**src/design/iai_pkg.sv**
```systemverilog
`timescale 1ns / 1ps

package iai_pkg;

    localparam int DATA_W = 32;
    localparam int ACT_W  = 3;
    localparam int POS_W  = 7;
    localparam int FILL_W = 7;
    localparam int ERR_W  = 2;
    // index width covering the largest supported depth (1024) and the position field
    localparam int IDX_W  = 11;

    typedef enum logic [ACT_W-1:0] {
        ACT_APPEND    = 3'd0,
        ACT_DROP_LAST = 3'd1,
        ACT_INSERT    = 3'd2,
        ACT_REMOVE    = 3'd3,
        ACT_OVERWRITE = 3'd4,
        ACT_READ      = 3'd5,
        ACT_CLEAR     = 3'd6
    } t_action;

    typedef enum logic [ERR_W-1:0] {
        ERR_OK    = 2'd0,
        ERR_FULL  = 2'd1,
        ERR_RANGE = 2'd2,
        ERR_EMPTY = 2'd3
    } t_err;

    typedef enum logic [1:0] {
        CELL_HOLD   = 2'd0,
        CELL_WRITE  = 2'd1,
        CELL_INSERT = 2'd2,
        CELL_REMOVE = 2'd3
    } t_cell_op;

    typedef struct packed {
        t_cell_op         op;
        logic [IDX_W-1:0] idx;
    } t_cell_cmd;

endpackage

```
**src/design/iai_ctrl.sv**
```systemverilog
`timescale 1ns / 1ps

module iai_ctrl
    import iai_pkg::*;
#(
    parameter int DEPTH = 64
) (
    input  logic                     i_clk,
    input  logic                     i_rst_n,
    input  logic                     i_start,
    input  logic [ACT_W-1:0]         i_action,
    input  logic [POS_W-1:0]         i_position,
    input  logic signed [DATA_W-1:0] i_rd_data,
    output t_cell_cmd                o_cmd,
    output logic                     o_valid,
    output logic signed [DATA_W-1:0] o_read_value,
    output logic [FILL_W-1:0]        o_fill_count,
    output logic                     o_is_empty,
    output logic [ERR_W-1:0]         o_error_code
);

    localparam int CNT_W = $clog2(DEPTH + 1);

    logic [CNT_W-1:0]         r_count;
    logic [CNT_W-1:0]         n_count;
    logic                     r_valid;
    logic signed [DATA_W-1:0] r_read_value;
    logic [CNT_W-1:0]         r_res_count;
    logic                     r_is_empty;
    t_err                     r_err;

    t_err                     w_err;
    t_cell_op                 w_op;
    logic [IDX_W-1:0]         w_idx;
    logic                     w_rd_sel;
    logic [IDX_W-1:0]         w_pos_x;
    logic [IDX_W-1:0]         w_cnt_x;
    logic                     w_full;
    logic                     w_empty;

    assign w_pos_x = IDX_W'(i_position);
    assign w_cnt_x = IDX_W'(r_count);
    assign w_full  = (w_cnt_x == IDX_W'(DEPTH));
    assign w_empty = (r_count == '0);

    always_comb begin
        n_count  = r_count;
        w_err    = ERR_OK;
        w_op     = CELL_HOLD;
        w_idx    = w_pos_x;
        w_rd_sel = 1'b0;
        unique case (i_action)
            ACT_APPEND: begin
                if (w_full) begin
                    w_err = ERR_FULL;
                end else begin
                    w_op    = CELL_WRITE;
                    w_idx   = w_cnt_x;
                    n_count = r_count + CNT_W'(1);
                end
            end
            ACT_DROP_LAST: begin
                if (w_empty) w_err = ERR_EMPTY;
                else n_count = r_count - CNT_W'(1);
            end
            ACT_INSERT: begin
                priority if (w_pos_x > w_cnt_x) begin
                    w_err = ERR_RANGE;
                end else if (w_full) begin
                    w_err = ERR_FULL;
                end else begin
                    w_op    = CELL_INSERT;
                    n_count = r_count + CNT_W'(1);
                end
            end
            ACT_REMOVE: begin
                priority if (w_empty) begin
                    w_err = ERR_EMPTY;
                end else if (w_pos_x >= w_cnt_x) begin
                    w_err = ERR_RANGE;
                end else begin
                    w_op    = CELL_REMOVE;
                    n_count = r_count - CNT_W'(1);
                end
            end
            ACT_OVERWRITE: begin
                if (w_pos_x >= w_cnt_x) w_err = ERR_RANGE;
                else w_op = CELL_WRITE;
            end
            ACT_READ: begin
                if (w_pos_x >= w_cnt_x) w_err = ERR_RANGE;
                else w_rd_sel = 1'b1;
            end
            ACT_CLEAR: begin
                n_count = '0;
            end
            default: begin
                n_count = r_count;
            end
        endcase
    end

    assign o_cmd.op  = i_start ? w_op : CELL_HOLD;
    assign o_cmd.idx = w_idx;

    always_ff @(posedge i_clk) begin
        if (!i_rst_n) begin
            r_count <= '0;
            r_valid <= 1'b0;
        end else begin
            r_valid <= i_start;
            if (i_start) r_count <= n_count;
        end
    end

    always_ff @(posedge i_clk) begin
        if (i_start) begin
            r_read_value <= w_rd_sel ? i_rd_data : '0;
            r_res_count  <= n_count;
            r_is_empty   <= (n_count == '0);
            r_err        <= w_err;
        end
    end

    assign o_valid      = r_valid;
    assign o_read_value = r_read_value;
    assign o_fill_count = FILL_W'(r_res_count);
    assign o_is_empty   = r_is_empty;
    assign o_error_code = r_err;

endmodule

```
**config.mk**
```make
export PLATFORM = sky130hd
export DESIGN_NAME = iai_ctrl
export DESIGN_NICKNAME = d
export VERILOG_FILES = /design/src/design/iai_pkg.sv /design/src/design/iai_ctrl.sv
export SDC_FILE = /design/constraint.sdc
export NUM_CORES = 1
export LEC_CHECK = 0
export ABC_AREA = 1
export BUFFER_PORTS_ARGS = -buffer_cell sky130_fd_sc_hd__buf_2
export CORE_UTILIZATION = 52
export CTS_BUF_LIST = sky130_fd_sc_hd__clkbuf_4
export CTS_CLUSTER_DIAMETER = 30
export DETAILED_ROUTE_END_ITERATION = 12
export PLACE_DENSITY_LB_ADDON = 0.25
export SLEW_MARGIN = 40
export SYNTH_ARGS = -nofsm -noshare
export SYNTH_HDL_FRONTEND = slang
export SYNTH_SLANG_ARGS = --single-unit
```
**constraint.sdc**
```tcl
create_clock -name i_clk -period 2.78 [get_ports i_clk]
set_clock_uncertainty 0.2 [all_clocks]
set_input_delay 0.278 -clock i_clk [delete_from_list [all_inputs] [get_ports i_clk]]
set_output_delay 0.278 -clock i_clk [all_outputs]
set_load 0.005 [all_outputs]
```
==> tab_implementation.tex <==
\begin{tabular}{lr}
\hline
Metric & Value \\
\hline
\multicolumn{2}{l}{\textbf{STA}} \\
Max Freq & 380 MHz \\
Final Cycle Share & 94.6\% \\
Setup TNS Final & 0 ns \\
Smallest hold slack & 0.00517 ns \\
Final WS setup & 0.150 ns \\
Number of failing setup endpoints in the final timing report & 0 \\
Number of hold-slack violations in the final timing report & 0 \\
RSZ-0062 raised after global routing & false \\
Post-layout minimum cycle time & 2.63 ns \\
Fin. max-slew vios & 0 \\
\multicolumn{2}{l}{\textbf{Floorplan}} \\
DIE WIDTH & 75.6 µm \\
Starting utilization of the core area & 54.4\% \\
Die Outline Area & 0.00571 mm² \\
Die Y-Extent & 75.6 µm \\
Top-Level Pins & 101 \\
Row count & 26 \\
Area of the core & 0.00517 mm² \\
\multicolumn{2}{l}{\textbf{Yosys}} \\
Yosys reg bits & 50 \\
Xor/xnor share of the synthesized area & 1.56\% \\
Post-synthesis instance area & 0.00282 mm² \\
Netlist cell types & 28 \\
Fraction of the yosys area taken by sequential cells & 50.5\% \\
Post-synth top area cell & sky130\_fd\_sc\_hd\_\_edfxtp\_1 \\
Share of synthesized area spent on multiplexers & 0\% \\
Share of synthesized cell area in and, or, nand and nor gates & 25.1\% \\
Syn Area/Cell & 8.45 µm² \\
Largest family of logic cells by synthesized area & simple AND/OR/NAND/NOR gates \\
Synth top area cells & sky130\_fd\_sc\_hd\_\_edfxtp\_1 45\%, sky130\_fd\_sc\_hd\_\_inv\_1 9.6\%, sky130\_fd\_sc\_hd\_\_nand2\_1 8.0\% \\
Cells after Synth & 333 \\
Adder and majority cell fraction of the synthesized area & 4.00\% \\
Fraction of the mapped netlist area in compound gates & 6.62\% \\
Synth warnings & 0 \\
Proportion of netlist area held by the largest area contributor & 44.8\% \\
\multicolumn{2}{l}{\textbf{Global route}} \\
Via count of the first global-routing pass & 2173 \\
First-pass GRT wire length & 9550 µm \\
Total congestion overflow after global routing & 0 \\
Largest net degree at the start of global routing & 33 \\
Number of antenna violations at the first check in global routing & 0 \\
Combined global-route utilization of all metal layers & 22.4\% \\
\multicolumn{2}{l}{\textbf{Cells and area}} \\
Layout overhead on the synthesized area & 27.6\% \\
Share of post-route cells with drive strength above 1 & 31.0\% \\
Antenna Cells & 0 \\
Filler Cell Count & 441 \\
Util after Layout & 69.4\% \\
Number of nets at the end of the flow & 502 \\
Commonest non-fill, non-tap cell in the layout & sky130\_fd\_sc\_hd\_\_buf\_2 \\
Most frequent cells in the layout & 96 x sky130\_fd\_sc\_hd\_\_buf\_2, 71 x sky130\_fd\_sc\_hd\_\_inv\_1, 60 x sky130\_fd\_sc\_hd\_\_nand2\_1 \\
\multicolumn{2}{l}{\textbf{Critical path}} \\
Internal reg-to-reg setup slack & 0.42 ns \\
Type of element capturing the critical path & primary output \\
Start point of the critical path & r\_count[4] \\
Category of the critical setup timing path & register to primary output \\
Critical register-to-register path endpoint & o\_is\_empty \\
Largest fanout on the critical path & 6 \\
Worst endpoint data arrival time & 2.15 ns \\
Worst Path Required & 2.30 ns \\
Slowest-stage cell, CP & sky130\_fd\_sc\_hd\_\_dfxtp\_2 \\
Peak per-stage delay on the critical path & 0.41 ns \\
Cell-by-cell listing of the critical path & inv\_1 > ha\_1 > nand2\_1 > nand2\_1 > a21oi\_4 > nand3\_2 > inv\_1 > nand2\_1 > a31oi\_1 > buf\_2 \\
Endpoint of the worst setup timing path & o\_cmd[11] \\
Crit path launch type & register \\
Worst path most repeated cell & sky130\_fd\_sc\_hd\_\_nand2\_1 \\
Path depth of the worst reg2reg path & 14 \\
Worst R2R Start & r\_count[4] \\
\multicolumn{2}{l}{\textbf{Route}} \\
Count of TritonRoute iterations in the first routing pass & 4 \\
DRC & 0 \\
Violation count after the first detailed-route iteration & 125 \\
Detail Route Antenna Nets & 0 \\
DR vias & 2500 \\
Final wirelength & 6420 µm \\
Mean number of vias per cell & 4.82 \\
Average wire per cell in the routed design & 12.4 µm \\
\multicolumn{2}{l}{\textbf{Hold path}} \\
Hold WC Path Type & primary input to register \\
\multicolumn{2}{l}{\textbf{Clock tree}} \\
Clock transition time at the flip-flop clock pins of the worst setup and hold paths & 0.14 ns \\
Clock sink count & 50 \\
CTS buffer count & 5 \\
Root cell of the clock tree & sky130\_fd\_sc\_hd\_\_clkbuf\_4 \\
Clock tree buffer depth & 2 \\
TritonCTS clock tree & built \\
Worst skew pair latency & 0.37 ns \\
CTS H-tree depth & 2 \\
\multicolumn{2}{l}{\textbf{Status}} \\
Result of the run & finished, final reports clean \\
\multicolumn{2}{l}{\textbf{Run}} \\
Maxcap violations & 0 \\
\multicolumn{2}{l}{\textbf{Power and ir drop}} \\
Pleak & 1.96 nW \\
Pwr/cell area & 465 mW/mm² \\
Peak VDD IR & 0.000277 V \\
\multicolumn{2}{l}{\textbf{Place}} \\
Number of buffer cells added on primary ports & 96 \\
Final HPWL DP & 4690 µm \\
Weighted congestion reported at the end of routability-driven placement & 0.930 \\
Dpl ws & 0.330 ns \\
\hline
\end{tabular}
[power by group]
group          internal, mW  switching (mW)  leakage, nW  total [mW]
Combinational         0.151           0.218         1.41       0.369
Clock                 0.190           0.234       0.0432       0.424
Sequential            0.861          0.0172        0.502       0.878
Total                  1.20           0.469         1.96        1.67
[cells in the mapped netlist (all sizes together)]
master and instances:
a21oi 19, clkbuf 1, edfxtp 42, nor2 51, a31oi 1, o22ai 1, dfxtp 8, nand2 70
nand3 31, nand4 2, buf 9, o21ai 9, ha 9, conb 1, nor3 1, xor2 5
inv 73
[worst max-delay path, delay by kind of cell (launching register included)]
family          cells  cell delay [ns]
fa+ha+maj           1             0.31
buf+inv             3             0.37
compound gates      2             0.33
simple gates        4             0.35
flops               1             0.41
[registers in the layout, summed over array words and instances (netlist names)]
| name | count |
|---|---|
| o_error_code | 2 |
| o_fill_count | 7 |
| o_is_empty | 1 |
| o_read_value | 32 |
| o_valid | 1 |
| r_count | 7 |
[cell type report]
class	instances	area, µm²	area share, %
Clock buffer	5	37.5	1.05
Clock inverter	3	42.5	1.18
Inverter	73	274	7.63
Multi-Input combinational cell	203	1070	29.7
Sequential cell	50	1430	39.7
Tap cell	70	87.6	2.44
Timing Repair Buffer	115	658	18.3
[metal layers]
layer  global-route usage [%]  vias up  wire, µm
met5                        0        -         0
met4                     5.14        0        46
met3                     4.63        5       285
met2                     40.8       78      3360
met1                     27.2     1152      2730
li1                         -     1265         -
[worst min-delay path by stage]
stage	from	end	cells after the start
after floorplan	i_start	o_valid	2
after global placement	i_rst_n	o_valid	3
after detailed placement	i_rst_n	o_valid	3
after CTS	i_rd_data[0]	o_read_value[0]	3
after global routing	i_rd_data[2]	o_read_value[2]	3
final	i_rd_data[2]	o_read_value[2]	3
[repair_timing]
item	in CTS	in global routing
gates resized for setup	0	5
hold buffers	14	0
buffers inserted	0	0
endpoints found under the setup margin	0	3
endpoints found under the hold margin	14	0
[kinds of logic (layout without fill, tap and decap cells)]
logic type / Yosys count / count (layout)
compound gates: 30 / 30
xor+xnor: 5 / 5
fa+ha+maj: 9 / 9
buf+inv: 83 / 196
flops: 50 / 50
other cells: 1 / 4
simple gates: 155 / 155
[per-stage QoR]
step	cell area [µm²]	instances	total power, mW
final	3590	519	1.67
after global routing	3590	519	1.75
after CTS	3580	519	1.68
after detailed placement	3360	497	1.24
after global placement	3360	497	1.24
after floorplan	2830	336	1.11
Power figures use the tool's default switching activity.
