===== config.mk =====
export PLATFORM = sky130hd
export DESIGN_NAME = iai_cell
export DESIGN_NICKNAME = d
export VERILOG_FILES = /design/src/design/iai_pkg.sv /design/src/design/iai_cell.sv
export SDC_FILE = /design/constraint.sdc
export NUM_CORES = 1
export LEC_CHECK = 0
export BUFFER_PORTS_ARGS = -buffer_cell sky130_fd_sc_hd__clkbuf_2
export CAP_MARGIN = 10
export CORE_ASPECT_RATIO = 1.2
export CORE_MARGIN = 1
export CORE_UTILIZATION = 44
export CTS_CLUSTER_SIZE = 10
export DETAILED_ROUTE_END_ITERATION = 16
export PLACE_DENSITY_LB_ADDON = 0.3
export RECOVER_POWER = 100
export SLEW_MARGIN = 20
export SYNTH_ARGS = -nofsm -noshare
export SYNTH_HDL_FRONTEND = slang
export SYNTH_SLANG_ARGS = --single-unit

===== constraint.sdc =====
create_clock -name i_clk -period 4.27 [get_ports i_clk]
set_clock_uncertainty 0.2 [all_clocks]
set_input_delay 0.6405 -clock i_clk [delete_from_list [all_inputs] [get_ports i_clk]]
set_output_delay 0.6405 -clock i_clk [all_outputs]
set_load 0.01 [all_outputs]

===== src/design/iai_pkg.sv =====
`timescale 1ns / 1ps

package iai_pkg;

    localparam int DATA_W = 32;
    localparam int ACT_W  = 3;
    localparam int POS_W  = 7;
    localparam int FILL_W = 7;
    localparam int ERR_W  = 2;
    // index width covering the largest supported depth (1024) and the position field
    localparam int IDX_W  = 11;

    typedef enum logic [ACT_W-1:0] {
        ACT_APPEND    = 3'd0,
        ACT_DROP_LAST = 3'd1,
        ACT_INSERT    = 3'd2,
        ACT_REMOVE    = 3'd3,
        ACT_OVERWRITE = 3'd4,
        ACT_READ      = 3'd5,
        ACT_CLEAR     = 3'd6
    } t_action;

    typedef enum logic [ERR_W-1:0] {
        ERR_OK    = 2'd0,
        ERR_FULL  = 2'd1,
        ERR_RANGE = 2'd2,
        ERR_EMPTY = 2'd3
    } t_err;

    typedef enum logic [1:0] {
        CELL_HOLD   = 2'd0,
        CELL_WRITE  = 2'd1,
        CELL_INSERT = 2'd2,
        CELL_REMOVE = 2'd3
    } t_cell_op;

    typedef struct packed {
        t_cell_op         op;
        logic [IDX_W-1:0] idx;
    } t_cell_cmd;

endpackage


===== src/design/iai_cell.sv =====
`timescale 1ns / 1ps

module iai_cell
    import iai_pkg::*;
#(
    parameter int IDX = 0
) (
    input  logic                     i_clk,
    input  t_cell_cmd                i_cmd,
    input  logic signed [DATA_W-1:0] i_data,
    input  logic signed [DATA_W-1:0] i_prev,
    input  logic signed [DATA_W-1:0] i_next,
    output logic signed [DATA_W-1:0] o_value,
    output logic signed [DATA_W-1:0] o_tap
);

    localparam logic [IDX_W-1:0] MY_IDX = IDX_W'(IDX);

    logic signed [DATA_W-1:0] r_value;
    logic signed [DATA_W-1:0] n_value;
    logic                     w_hit;
    logic                     w_above;

    assign w_hit   = (i_cmd.idx == MY_IDX);
    assign w_above = (MY_IDX > i_cmd.idx);

    always_comb begin
        n_value = r_value;
        unique case (i_cmd.op)
            CELL_HOLD: begin
                n_value = r_value;
            end
            CELL_WRITE: begin
                if (w_hit) n_value = i_data;
            end
            CELL_INSERT: begin
                if (w_hit) n_value = i_data;
                else if (w_above) n_value = i_prev;
            end
            CELL_REMOVE: begin
                if (w_hit || w_above) n_value = i_next;
            end
            default: begin
                n_value = r_value;
            end
        endcase
    end

    always_ff @(posedge i_clk) begin
        r_value <= n_value;
    end

    assign o_value = r_value;
    assign o_tap   = w_hit ? r_value : '0;

endmodule


==> results of run 1 <==
synth_stat cells:
library cell,count
buf_6,5
or4_4,1
clkbuf_1,31
nand2b_1,65
nor2_1,32
edfxtp_1,32
and2_1,32
o311ai_0,32
or2_1,1
buf_2,1
nor3b_2,1
buf_1,2
a221oi_1,2
a221oi_2,30
o21a_1,1
nor4_1,32
nor3_1,1
or4_1,2
power by group:
part           switching, mW  internal [mW]
registers          0.0000807          0.350
clock network          0.116          0.114
logic                 0.0834         0.0813
total                  0.199          0.545
final timing paths:
| path | endpoint | slack (ps) | depth (start not counted) |
|---|---|---|---|
| worst max-delay path | o_tap[2] | 910 | 6 |
| worst min-delay path | o_value[20] | 540 | 3 |
kinds of logic after synthesis:
| group | count (synthesis) | synth area share (%) |
|---|---|---|
| buffers and inverters | 39 | 6.43 |
| AOI/OAI and AO/OA | 65 | 26.2 |
| and+or+nand+nor | 167 | 33.9 |
| DFF | 32 | 33.4 |
final cells by class:
cell class,instances,share of cell area (%)
timing repair buffer,180,23.9
clock buffer,7,2.13
sequential,32,26.8
clock inverter,1,0.105
tap,82,2.86
multi-input combinational,232,44.2
cell usage in the layout (no fill, tap or decap), drive strengths merged, types with 3 or more instances in the layout:
cell type	netlist	routed
nand2b	65	65
nor2	32	32
clkbuf	31	182
or4	3	3
nor4	32	32
a221oi	32	32
buf	8	5
and2	32	32
edfxtp	32	32
o311ai	32	32
stage by stage:
step	total power, mW	worst slack (ps)	utilization [%]
4_1_cts	0.762	948	61.7
6_report	0.744	910	58.1
5_1_grt	0.775	782	58.1
3_3_place_gp	0.531	1010	60.4
3_5_place_dp	0.537	950	60.4
2_1_floorplan	0.461	1070	-
per-layer routing:
metal	up-vias	wire length, µm	track usage [%]
li1	1472	-	-
met1	1440	3550	29.1
met2	169	4700	45.0
met3	20	653	4.02
met4	0	289	13.6
met5	-	0	0
==> qor.log, run 1 <==
INFO  worst_setup_path crit_path_top_delay_cell=or4_4
INFO  layout         fin_area=3580µm²
INFO  sta            unrepaired_setup_endpoints_after_global_routing=false
INFO  sta            totalNegativeSetupSlack=0ps
INFO  sta            max-slew-margin-rel=15.7%
INFO  clock_tree     cts_hold_buf=0
INFO  sta            final.hold.worst_slack=542ps
INFO  layout         layout-drive-gt1-share=33.0%
INFO  sta            layout_worst_path_cycle_share=78.7%
INFO  synth          syn_area=2880µm²
INFO  job            drv_cap=0
INFO  worst_setup_path worstPathArrival=2520ps
INFO  worst_setup_path worst_ep_required_time=3430ps
INFO  pwr            p_leak=1.35nW
INFO  synth          synth_seq_area_share=33.4%
INFO  sta            finalHoldViolations=0
INFO  layout         num_antenna_cells=0
INFO  global_routing antenna_found_initial=0
INFO  clock_tree     clock_path_buffers=2
INFO  synth          synth_top_area_share=33.4%
INFO  drt            drt-wirelength-per-cell=17.2µm
INFO  placed_design  gpl.final_weighted_congestion=0.809
INFO  synth          number_of_standard_cells_after_synthesis=303
INFO  synth          synth.largest_area_cell=edfxtp_1
INFO  clock_tree     clock_tree.htree_level_count=2
INFO  sta            timing.final.crit_period=3360ps
INFO  synth          post_synth.cell_area_avg=9.50µm²
INFO  layout         area_occupied_by_multi_input_gates=1580µm²
INFO  status         outcome=finished clean
INFO  placed_design  port_bufs=173
INFO  synth          post_synth_main_area_contributors=edfxtp_1 33%, a221oi_2 16%, nand2b_1 14%
INFO  drt            route.detailed.drc=0
INFO  min_path       min_path_type=in -> reg
INFO  worst_setup_path path_buf_inv=3
INFO  drt            drt_pre_antenna_iters=4
INFO  floorplanning  top_level_ports=174
INFO  clock_tree     post_cts.resized_instances=0
INFO  placed_design  post_dp_cell_area=3730µm²
INFO  pwr            pwr_density_cell=208nW/µm²
INFO  clock_tree     tritoncts_num_sinks=32
INFO  drt            drt_iter0_markers=189
INFO  worst_setup_path timing.critical_path.from=i_cmd[4]
INFO  synth          synth_fp_nets=413
INFO  placed_design  detailed_place_hpwl=6.24mm
INFO  global_routing maximum_number_of_pins_on_one_net_before_global_route_repair=66
INFO  sta            timing_worst_slew_pin_value=1260ps
INFO  floorplanning  design.die.area=6870µm²
INFO  synth          synth-seq-cells=32
INFO  layout         fillers=611
INFO  global_routing grt_overflow=0
INFO  global_routing vias_in_the_first_global_route=2,948
INFO  worst_setup_path path_class=in -> out
INFO  worst_setup_path critical_path_max_stage_delay=740ps
INFO  layout         areaGrowthSynthToFinish=24.5%
INFO  floorplanning  start_util=46.7%
INFO  clock_tree     clock_buffers_created_by_tritoncts=5
INFO  worst_setup_path critPathCaptureType=output port
INFO  global_routing wire_length_of_the_first_global_routing_pass=13.6mm
INFO  clock_tree     ctsRootBufferMaster=clkbuf_8
INFO  drt            post_detailed_routing_wire_length=9.20mm
INFO  placed_design  placed_cells=526
INFO  worst_setup_path worst_setup_path_start_kind=primary input
INFO  worst_setup_path worst-path-max-fanout=34
INFO  floorplanning  std_cell_rows=31
INFO  min_path       min_from=i_data[20]
INFO  pwr            vdd_drop_max=0.000107V
INFO  layout         area.sequential=961µm²
INFO  worst_setup_path critical-path-top-delay-family=simple AND/OR/NAND/NOR gates
INFO  worst_setup_path crit_path_cell_trace=clkbuf_2 -> or4_4 -> nor3b_4 -> buf_4 -> and2_0 -> clkbuf_2
INFO  clock_tree     clkSlewWorstSetupHoldPaths=70ps
INFO  clock_tree     post_cts_buffers=0
INFO  floorplanning  chipHeight=90.6µm
INFO  synth          ys.warnings.count=0
INFO  sta            fmaxAchievable=0.298GHz
INFO  drt            avgViaCountPerCell=5.81
INFO  clock_tree     tritoncts=built
INFO  layout         final_cell_count_no_fill=534
INFO  synth          synth.distinct_cells=18
INFO  layout         nNetsFinal=561
INFO  floorplanning  floorplan_die_width=75.8µm
INFO  drt            via_count=3,101
INFO  sta            setup_violations=0
INFO  global_routing globalRouteTotalUtil=25.9%
INFO  drt            ant_nets=0
INFO  layout         largest_register_ff_count=32
INFO  worst_setup_path path_common_cell=clkbuf_2
INFO  sta            timing_max_transition_violations_final=0
INFO  floorplanning  fp.coreArea=6170µm²
(Power assumes the default switching activity.)
==> inputs of run 2 (changes only) <==
--- a/config.mk
+++ b/config.mk
@@ -9,7 +9,7 @@
 export CAP_MARGIN = 10
 export CORE_ASPECT_RATIO = 1.2
 export CORE_MARGIN = 1
-export CORE_UTILIZATION = 44
+export CORE_UTILIZATION = 40
 export CTS_CLUSTER_SIZE = 10
 export DETAILED_ROUTE_END_ITERATION = 16
 export PLACE_DENSITY_LB_ADDON = 0.3
==> constraint.sdc (replaced) <==
create_clock -name i_clk -period 2.8 [get_ports i_clk]
set_clock_uncertainty 0.2 [all_clocks]
set_input_delay 0.42 -clock i_clk [delete_from_list [all_inputs] [get_ports i_clk]]
set_output_delay 0.42 -clock i_clk [all_outputs]
set_load 0.01 [all_outputs]
==> run 2 against run 1 <==
Net effect:
- critical path depth is the same
- final cell count grew 2.4%
- routed wire length shrank 2.0%
- sequential share of layout area shrank 0.34 points
- worst hold slack lost 220 ps
- non-clock buffer count grew 8
- combinational power grew 53%
- critical path type is now in -> reg
- critical endpoint is now o_value[3]
- largest cell class unchanged
- highest routed layer unchanged
==> qor.log, run 2 (same netlist as run 1, synthesis figures left out) <==
INFO  status         outcome=finished clean
INFO  layout         share_of_the_core_filled_with_cells=52.7% [-5.5 points]
INFO  layout         layout-drive-gt1-share=31.3% [-1.7 points]
INFO  worst_setup_path worst-path-max-fanout=33 [-2.9%]
INFO  pwr            p_leak=1.36nW [+0.46%]
INFO  worst_setup_path path_class=in -> reg
INFO  layout         final_cell_count_no_fill=547 [+2.4%]
INFO  drt            ant_nets=0 [unchanged]
INFO  pwr            clock_power_share=30.3% [-0.5 points]
INFO  global_routing grt_overflow=0 [unchanged]
INFO  pwr            sw_frac_of_total=26.6% [-0.19 points]
INFO  floorplanning  design.die.area=7540µm² [+9.8%]
INFO  layout         nNetsFinal=569 [+1.4%]
INFO  job            drv_cap=0 [unchanged]
INFO  drt            post_detailed_routing_wire_length=9.01mm [-2.0%]
INFO  clock_tree     cts_hold_buf=0 [unchanged]
INFO  pwr            post-layout-total-power=1.13mW [+52%]
INFO  pwr            p_int=828µW [+52%]
INFO  drt            drt_pre_antenna_iters=4 [unchanged]
INFO  drt            via_count=3,133 [+1.0%]
INFO  clock_tree     clock_buffers_created_by_tritoncts=5 [unchanged]
INFO  layout         fin_area=3630µm² [+1.3%]
INFO  min_path       min_path_type=in -> reg
INFO  floorplanning  std_cell_rows=33 [+6.5%]
INFO  pwr            pwr_density_cell=311nW/µm² [+50%]
INFO  worst_setup_path critPathCaptureType=flop
INFO  global_routing vias_in_the_first_global_route=2,932 [-0.54%]
INFO  clock_tree     tritoncts=built
INFO  layout         largest_register_ff_count=32 [unchanged]
INFO  worst_setup_path worstPathArrival=2230ps [-290 ps]
INFO  global_routing maximum_number_of_pins_on_one_net_before_global_route_repair=38 [-42%]
INFO  placed_design  detailed_place_hpwl=6.20mm [-0.69%]
INFO  placed_design  gpl.final_weighted_congestion=0.800 [-1.0%]
INFO  placed_design  port_bufs=173 [unchanged]
INFO  layout         most_common_library_cell_in_the_layout_ignoring_fill_and_taps=clkbuf_2
INFO  sta            max-slew-margin-rel=57.5% [+42 points]
INFO  sta            finalHoldViolations=0 [unchanged]
INFO  placed_design  post_dp_cell_area=3820µm² [+2.5%]
INFO  worst_setup_path crit_path_top_delay_cell=or4_1
INFO  pwr            pwr-share-comb=22.4% [+0.3 points]
INFO  worst_setup_path worst_ep_required_time=2520ps [-910 ps]
INFO  clock_tree     clkSlewWorstSetupHoldPaths=70ps [about the same]
INFO  floorplanning  start_util=41.8% [-4.9 points]
INFO  clock_tree     post_cts_buffers=0 [unchanged]
INFO  floorplanning  top_level_ports=174 [unchanged]
INFO  drt            route.detailed.drc=0 [unchanged]
INFO  sta            setup_violations=0 [unchanged]
INFO  placed_design  placed_cells=539 [+2.5%]
INFO  sta            layout_worst_path_cycle_share=89.6%
INFO  global_routing wire_length_of_the_first_global_routing_pass=13.7mm [+0.96%]
INFO  sta            fmaxAchievable=0.398GHz
INFO  pwr            switching_power=300µW [+51%]
INFO  sta            timing.final.crit_period=2510ps
INFO  global_routing globalRouteTotalUtil=23.7% [-2.2 points]
INFO  floorplanning  fp.coreArea=6900µm² [+12%]
INFO  sta            unrepaired_setup_endpoints_after_global_routing=false
INFO  layout         num_antenna_cells=0 [unchanged]
INFO  floorplanning  floorplan_die_width=79.4µm [+4.8%]
INFO  layout         mostFrequentLayoutCells=119 x clkbuf_2, 65 x nand2b_1, 58 x clkbuf_1
INFO  clock_tree     tritoncts_num_sinks=32 [unchanged]
INFO  global_routing antenna_found_initial=0 [unchanged]
INFO  drt            drt_iter0_markers=134 [-29%]
INFO  layout         areaGrowthSynthToFinish=26.1%
INFO  clock_tree     post_cts.resized_instances=0 [unchanged]
INFO  clock_tree     clock_tree.htree_level_count=2 [unchanged]
INFO  placed_design  place_ws=319ps [-631 ps]
INFO  worst_setup_path critical_path_max_stage_delay=610ps [-130 ps]
INFO  worst_setup_path worst_setup_path_start_kind=primary input
INFO  drt            drt-wirelength-per-cell=16.5µm [-4.4%]
INFO  sta            timing_worst_slew_pin_value=637ps [-627 ps]
INFO  clock_tree     clock_path_buffers=2 [unchanged]
INFO  sta            timing_max_transition_violations_final=0 [unchanged]
INFO  clock_tree     ctsRootBufferMaster=clkbuf_8
INFO  worst_setup_path path_common_cell=clkbuf_2
INFO  worst_setup_path crit_path_cell_trace=clkbuf_2 -> or4_1 -> nor3b_4 -> buf_12 -> o21a_2 -> clkbuf_2
INFO  sta            layout_setup_ws=290ps [-620 ps]
INFO  pwr            p_seq_share=47.3% [+0.2 points]
INFO  sta            final.hold.worst_slack=325ps [-217 ps]
INFO  drt            avgViaCountPerCell=5.73 [-1.4%]
INFO  pwr            vdd_drop_max=0.000176V [+65%]
INFO  floorplanning  chipHeight=94.9µm [+4.8%]
INFO  sta            totalNegativeSetupSlack=0ps [unchanged]
[run 2: metal layers]
layer,global-route usage (%),vias to the layer above,wire (µm)
li1,-,1488,-
met1,29.0,1461,3590
met2,41.3,163,4550
met3,3.29,21,631
met4,9.70,0,239
met5,0,-,0
[run 2: area by class of cell]
| cell class | instances | area [µm²] |
|---|---|---|
| clock buffer | 5 | 68.8 |
| clock inverter | 3 | 13.8 |
| fill | 721 | 3260 |
| multi-input combinational | 232 | 1570 |
| sequential | 32 | 961 |
| tap | 87 | 109 |
| timing repair buffer | 188 | 908 |
[run 2: final timing paths]
check	from	end	slack (ps)	cells after the start
worst max-delay path	i_cmd[0]	o_value[3]	290	6
worst min-delay path	i_data[25]	o_value[25]	320	3
[run 2: critical path: cells and delay by family]
family          cells  cell delay (ps)
buf+inv             3              770
simple gates        2              850
compound gates      1              160
[run 2: power groups by stage]
stage | Combinational [mW] | Sequential (mW) | Clock [mW]
2_1_floorplan | 0.158 | 0.544 | 0
3_3_place_gp | 0.272 | 0.544 | 0
3_5_place_dp | 0.278 | 0.544 | 0
4_1_cts | 0.280 | 0.534 | 0.346
5_1_grt | 0.280 | 0.533 | 0.364
6_report | 0.253 | 0.534 | 0.342
==> inputs of run 3 (changes only) <==
--- a/config.mk
+++ b/config.mk
@@ -12,7 +12,7 @@
 export CORE_UTILIZATION = 40
 export CTS_CLUSTER_SIZE = 10
 export DETAILED_ROUTE_END_ITERATION = 16
-export PLACE_DENSITY_LB_ADDON = 0.3
+export PLACE_DENSITY = 0.88
 export RECOVER_POWER = 100
 export SLEW_MARGIN = 20
 export SYNTH_ARGS = -nofsm -noshare
==> run 3 against run 2 <==
Net effect:
- final cell count is 0.18% lower
- power is 0.13% higher
- sequential cell count stayed put
- design area is 0.38% lower
- combinational power hardly changed
==> qor.log, run 3 (same netlist as run 1, synthesis figures left out) <==
INFO  sta            timing.final.crit_period=2500ps [-10.3 ps]
INFO  floorplanning  chipHeight=94.9µm [unchanged]
INFO  layout         layout-drive-gt1-share=32.2% [+0.94 points]
INFO  pwr            post-layout-total-power=1.13mW [+0.13%]
INFO  layout         areaGrowthSynthToFinish=25.6%
INFO  sta            totalNegativeSetupSlack=0ps [unchanged]
INFO  layout         most_common_library_cell_in_the_layout_ignoring_fill_and_taps=clkbuf_2
INFO  drt            drt-wirelength-per-cell=16.3µm [-1.0%]
INFO  global_routing wire_length_of_the_first_global_routing_pass=13.8mm [+0.81%]
INFO  clock_tree     clock_path_buffers=2 [unchanged]
INFO  min_path       hold_path_depth=3 [unchanged]
INFO  placed_design  placed_cells=538 [-0.19%]
INFO  layout         final_cell_count_no_fill=546 [-0.18%]
INFO  clock_tree     cts_hold_buf=0 [unchanged]
INFO  drt            route.detailed.drc=0 [unchanged]
INFO  global_routing globalRouteTotalUtil=23.7% [-0.031 points]
INFO  clock_tree     post_cts_buffers=0 [unchanged]
INFO  global_routing vias_in_the_first_global_route=2,967 [+1.2%]
INFO  status         outcome=finished clean
INFO  worst_setup_path worstPathArrival=1880ps [-350 ps]
INFO  worst_setup_path worst_ep_required_time=2180ps [-340 ps]
INFO  floorplanning  start_util=41.8% [unchanged]
INFO  sta            layout_worst_path_cycle_share=89.3% [-0.37 points]
INFO  pwr            vdd_drop_max=0.000170V [-3.9%]
INFO  floorplanning  design.die.area=7540µm² [unchanged]
INFO  pwr            p_leak=1.37nW [+0.85%]
INFO  placed_design  detailed_place_hpwl=6.44mm [+3.9%]
INFO  layout         num_antenna_cells=0 [unchanged]
INFO  worst_setup_path worstSetupEndpoint=o_tap[14]
INFO  worst_setup_path critPathCaptureType=output port
INFO  pwr            pwr_density_cell=312nW/µm² [+0.51%]
INFO  clock_tree     clock_tree.htree_level_count=2 [unchanged]
INFO  sta            unrepaired_setup_endpoints_after_global_routing=false
INFO  clock_tree     clock_buffers_created_by_tritoncts=5 [unchanged]
INFO  sta            finalHoldViolations=0 [unchanged]
INFO  sta            fmaxAchievable=0.400GHz [+0.41%]
INFO  sta            setup_violations=0 [unchanged]
INFO  layout         nNetsFinal=568 [-0.18%]
INFO  global_routing maximum_number_of_pins_on_one_net_before_global_route_repair=40 [+5.3%]
INFO  sta            timing_max_transition_violations_final=0 [unchanged]
INFO  worst_setup_path timing.critical_path.from=i_cmd[0]
INFO  job            drv_cap=0 [unchanged]
INFO  drt            avgViaCountPerCell=5.86 [+2.3%]
INFO  worst_setup_path worst_setup_path_start_kind=primary input
INFO  floorplanning  fp.coreArea=6900µm² [unchanged]
INFO  clock_tree     tritoncts_num_sinks=32 [unchanged]
INFO  floorplanning  floorplan_die_width=79.4µm [unchanged]
INFO  sta            max-slew-margin-rel=67.8% [+10 points]
INFO  layout         fin_area=3620µm² [-0.38%]
INFO  floorplanning  std_cell_rows=33 [unchanged]
INFO  clock_tree     clkSlewWorstSetupHoldPaths=70ps [about the same]
INFO  drt            ant_nets=0 [unchanged]
INFO  drt            post_detailed_routing_wire_length=8.90mm [-1.2%]
INFO  layout         mostFrequentLayoutCells=123 x clkbuf_2, 65 x nand2b_1, 52 x clkbuf_1
INFO  min_path       min_path_type=in -> reg
INFO  placed_design  place_ws=259ps [-59.9 ps]
INFO  sta            timing_worst_slew_pin_value=483ps [-154 ps]
INFO  worst_setup_path worst-path-max-fanout=24 [-27%]
INFO  clock_tree     tritoncts=built
INFO  global_routing grt_overflow=0 [unchanged]
INFO  sta            layout_setup_ws=300ps [+10.3 ps]
INFO  worst_setup_path path_class=in -> out
INFO  drt            drt_iter0_markers=252 [+88%]
INFO  layout         largest_register_ff_count=32 [unchanged]
INFO  placed_design  port_bufs=173 [unchanged]
INFO  placed_design  post_dp_cell_area=3790µm² [-0.85%]
INFO  drt            drt_pre_antenna_iters=4 [unchanged]
INFO  global_routing antenna_found_initial=0 [unchanged]
INFO  clock_tree     ctsRootBufferMaster=clkbuf_8
INFO  drt            via_count=3,200 [+2.1%]
INFO  clock_tree     post_cts.resized_instances=0 [unchanged]
INFO  placed_design  gpl.final_weighted_congestion=0.749 [-6.4%]
INFO  floorplanning  top_level_ports=174 [unchanged]
## run 3: cell types whose count changed in the layout (fill, tap and decap cells not counted)
| cell | delta |
|---|---|
| clkbuf_1 | -6 |
| clkbuf_2 | +4 |
| and2_0 | +3 |
| and2_1 | -3 |
| buf_4 | +2 |
| a221oi_1 | +1 |
| a221oi_2 | -1 |
| buf_12 | -1 |
## run 3: area by class of cell
cell class                      count  area (µm²)
Fill cell                         718        3280
Multi-Input combinational cell    232        1560
Clock buffer                        5        68.8
Timing Repair Buffer              187         901
Clock inverter                      3        13.8
Sequential cell                    32         961
Tap cell                           87         109
## run 3: routing by layer
metal  up-vias  share of wire [%]  routed length [µm]  GRT usage [%]
met5         -                  0                   0              0
met4         0                1.7                 154           8.48
met3        18                6.6                 585           4.44
met2       172                 53                4730           44.5
met1      1522                 38                3430           26.0
li1       1488                  -                   -              -
## run 3: worst min path at each step
stage | to | slack (ps) | startpoint
final | o_value[14] | 330 | i_data[14]
after CTS | o_value[14] | 320 | i_data[14]
after global routing | o_value[12] | 340 | i_data[12]
after floorplan | o_value[10] | 510 | i_data[10]
after global placement | o_value[16] | 620 | i_data[16]
after detailed placement | o_value[5] | 630 | i_data[5]
## run 3: through the flow
stage / hold slack, ps / util (%)
after floorplan: 509 / -
after global placement: 618 / 54.9
after detailed placement: 627 / 54.9
after CTS: 324 / 56.1
after global routing: 336 / 52.5
final: 334 / 52.5
## run 3: power by group
group,total [mW],switching (mW),internal (mW),leakage [nW]
Clock,0.341,0.173,0.169,0.0453
Combinational,0.255,0.129,0.125,1.05
Sequential,0.534,0.000118,0.534,0.274
## run 3: worst max-delay path, stage by stage
cell	delay, ps
clkbuf_2	80
or4_1	600
nor3b_4	210
buf_4	250
and2_1	150
clkbuf_1	160
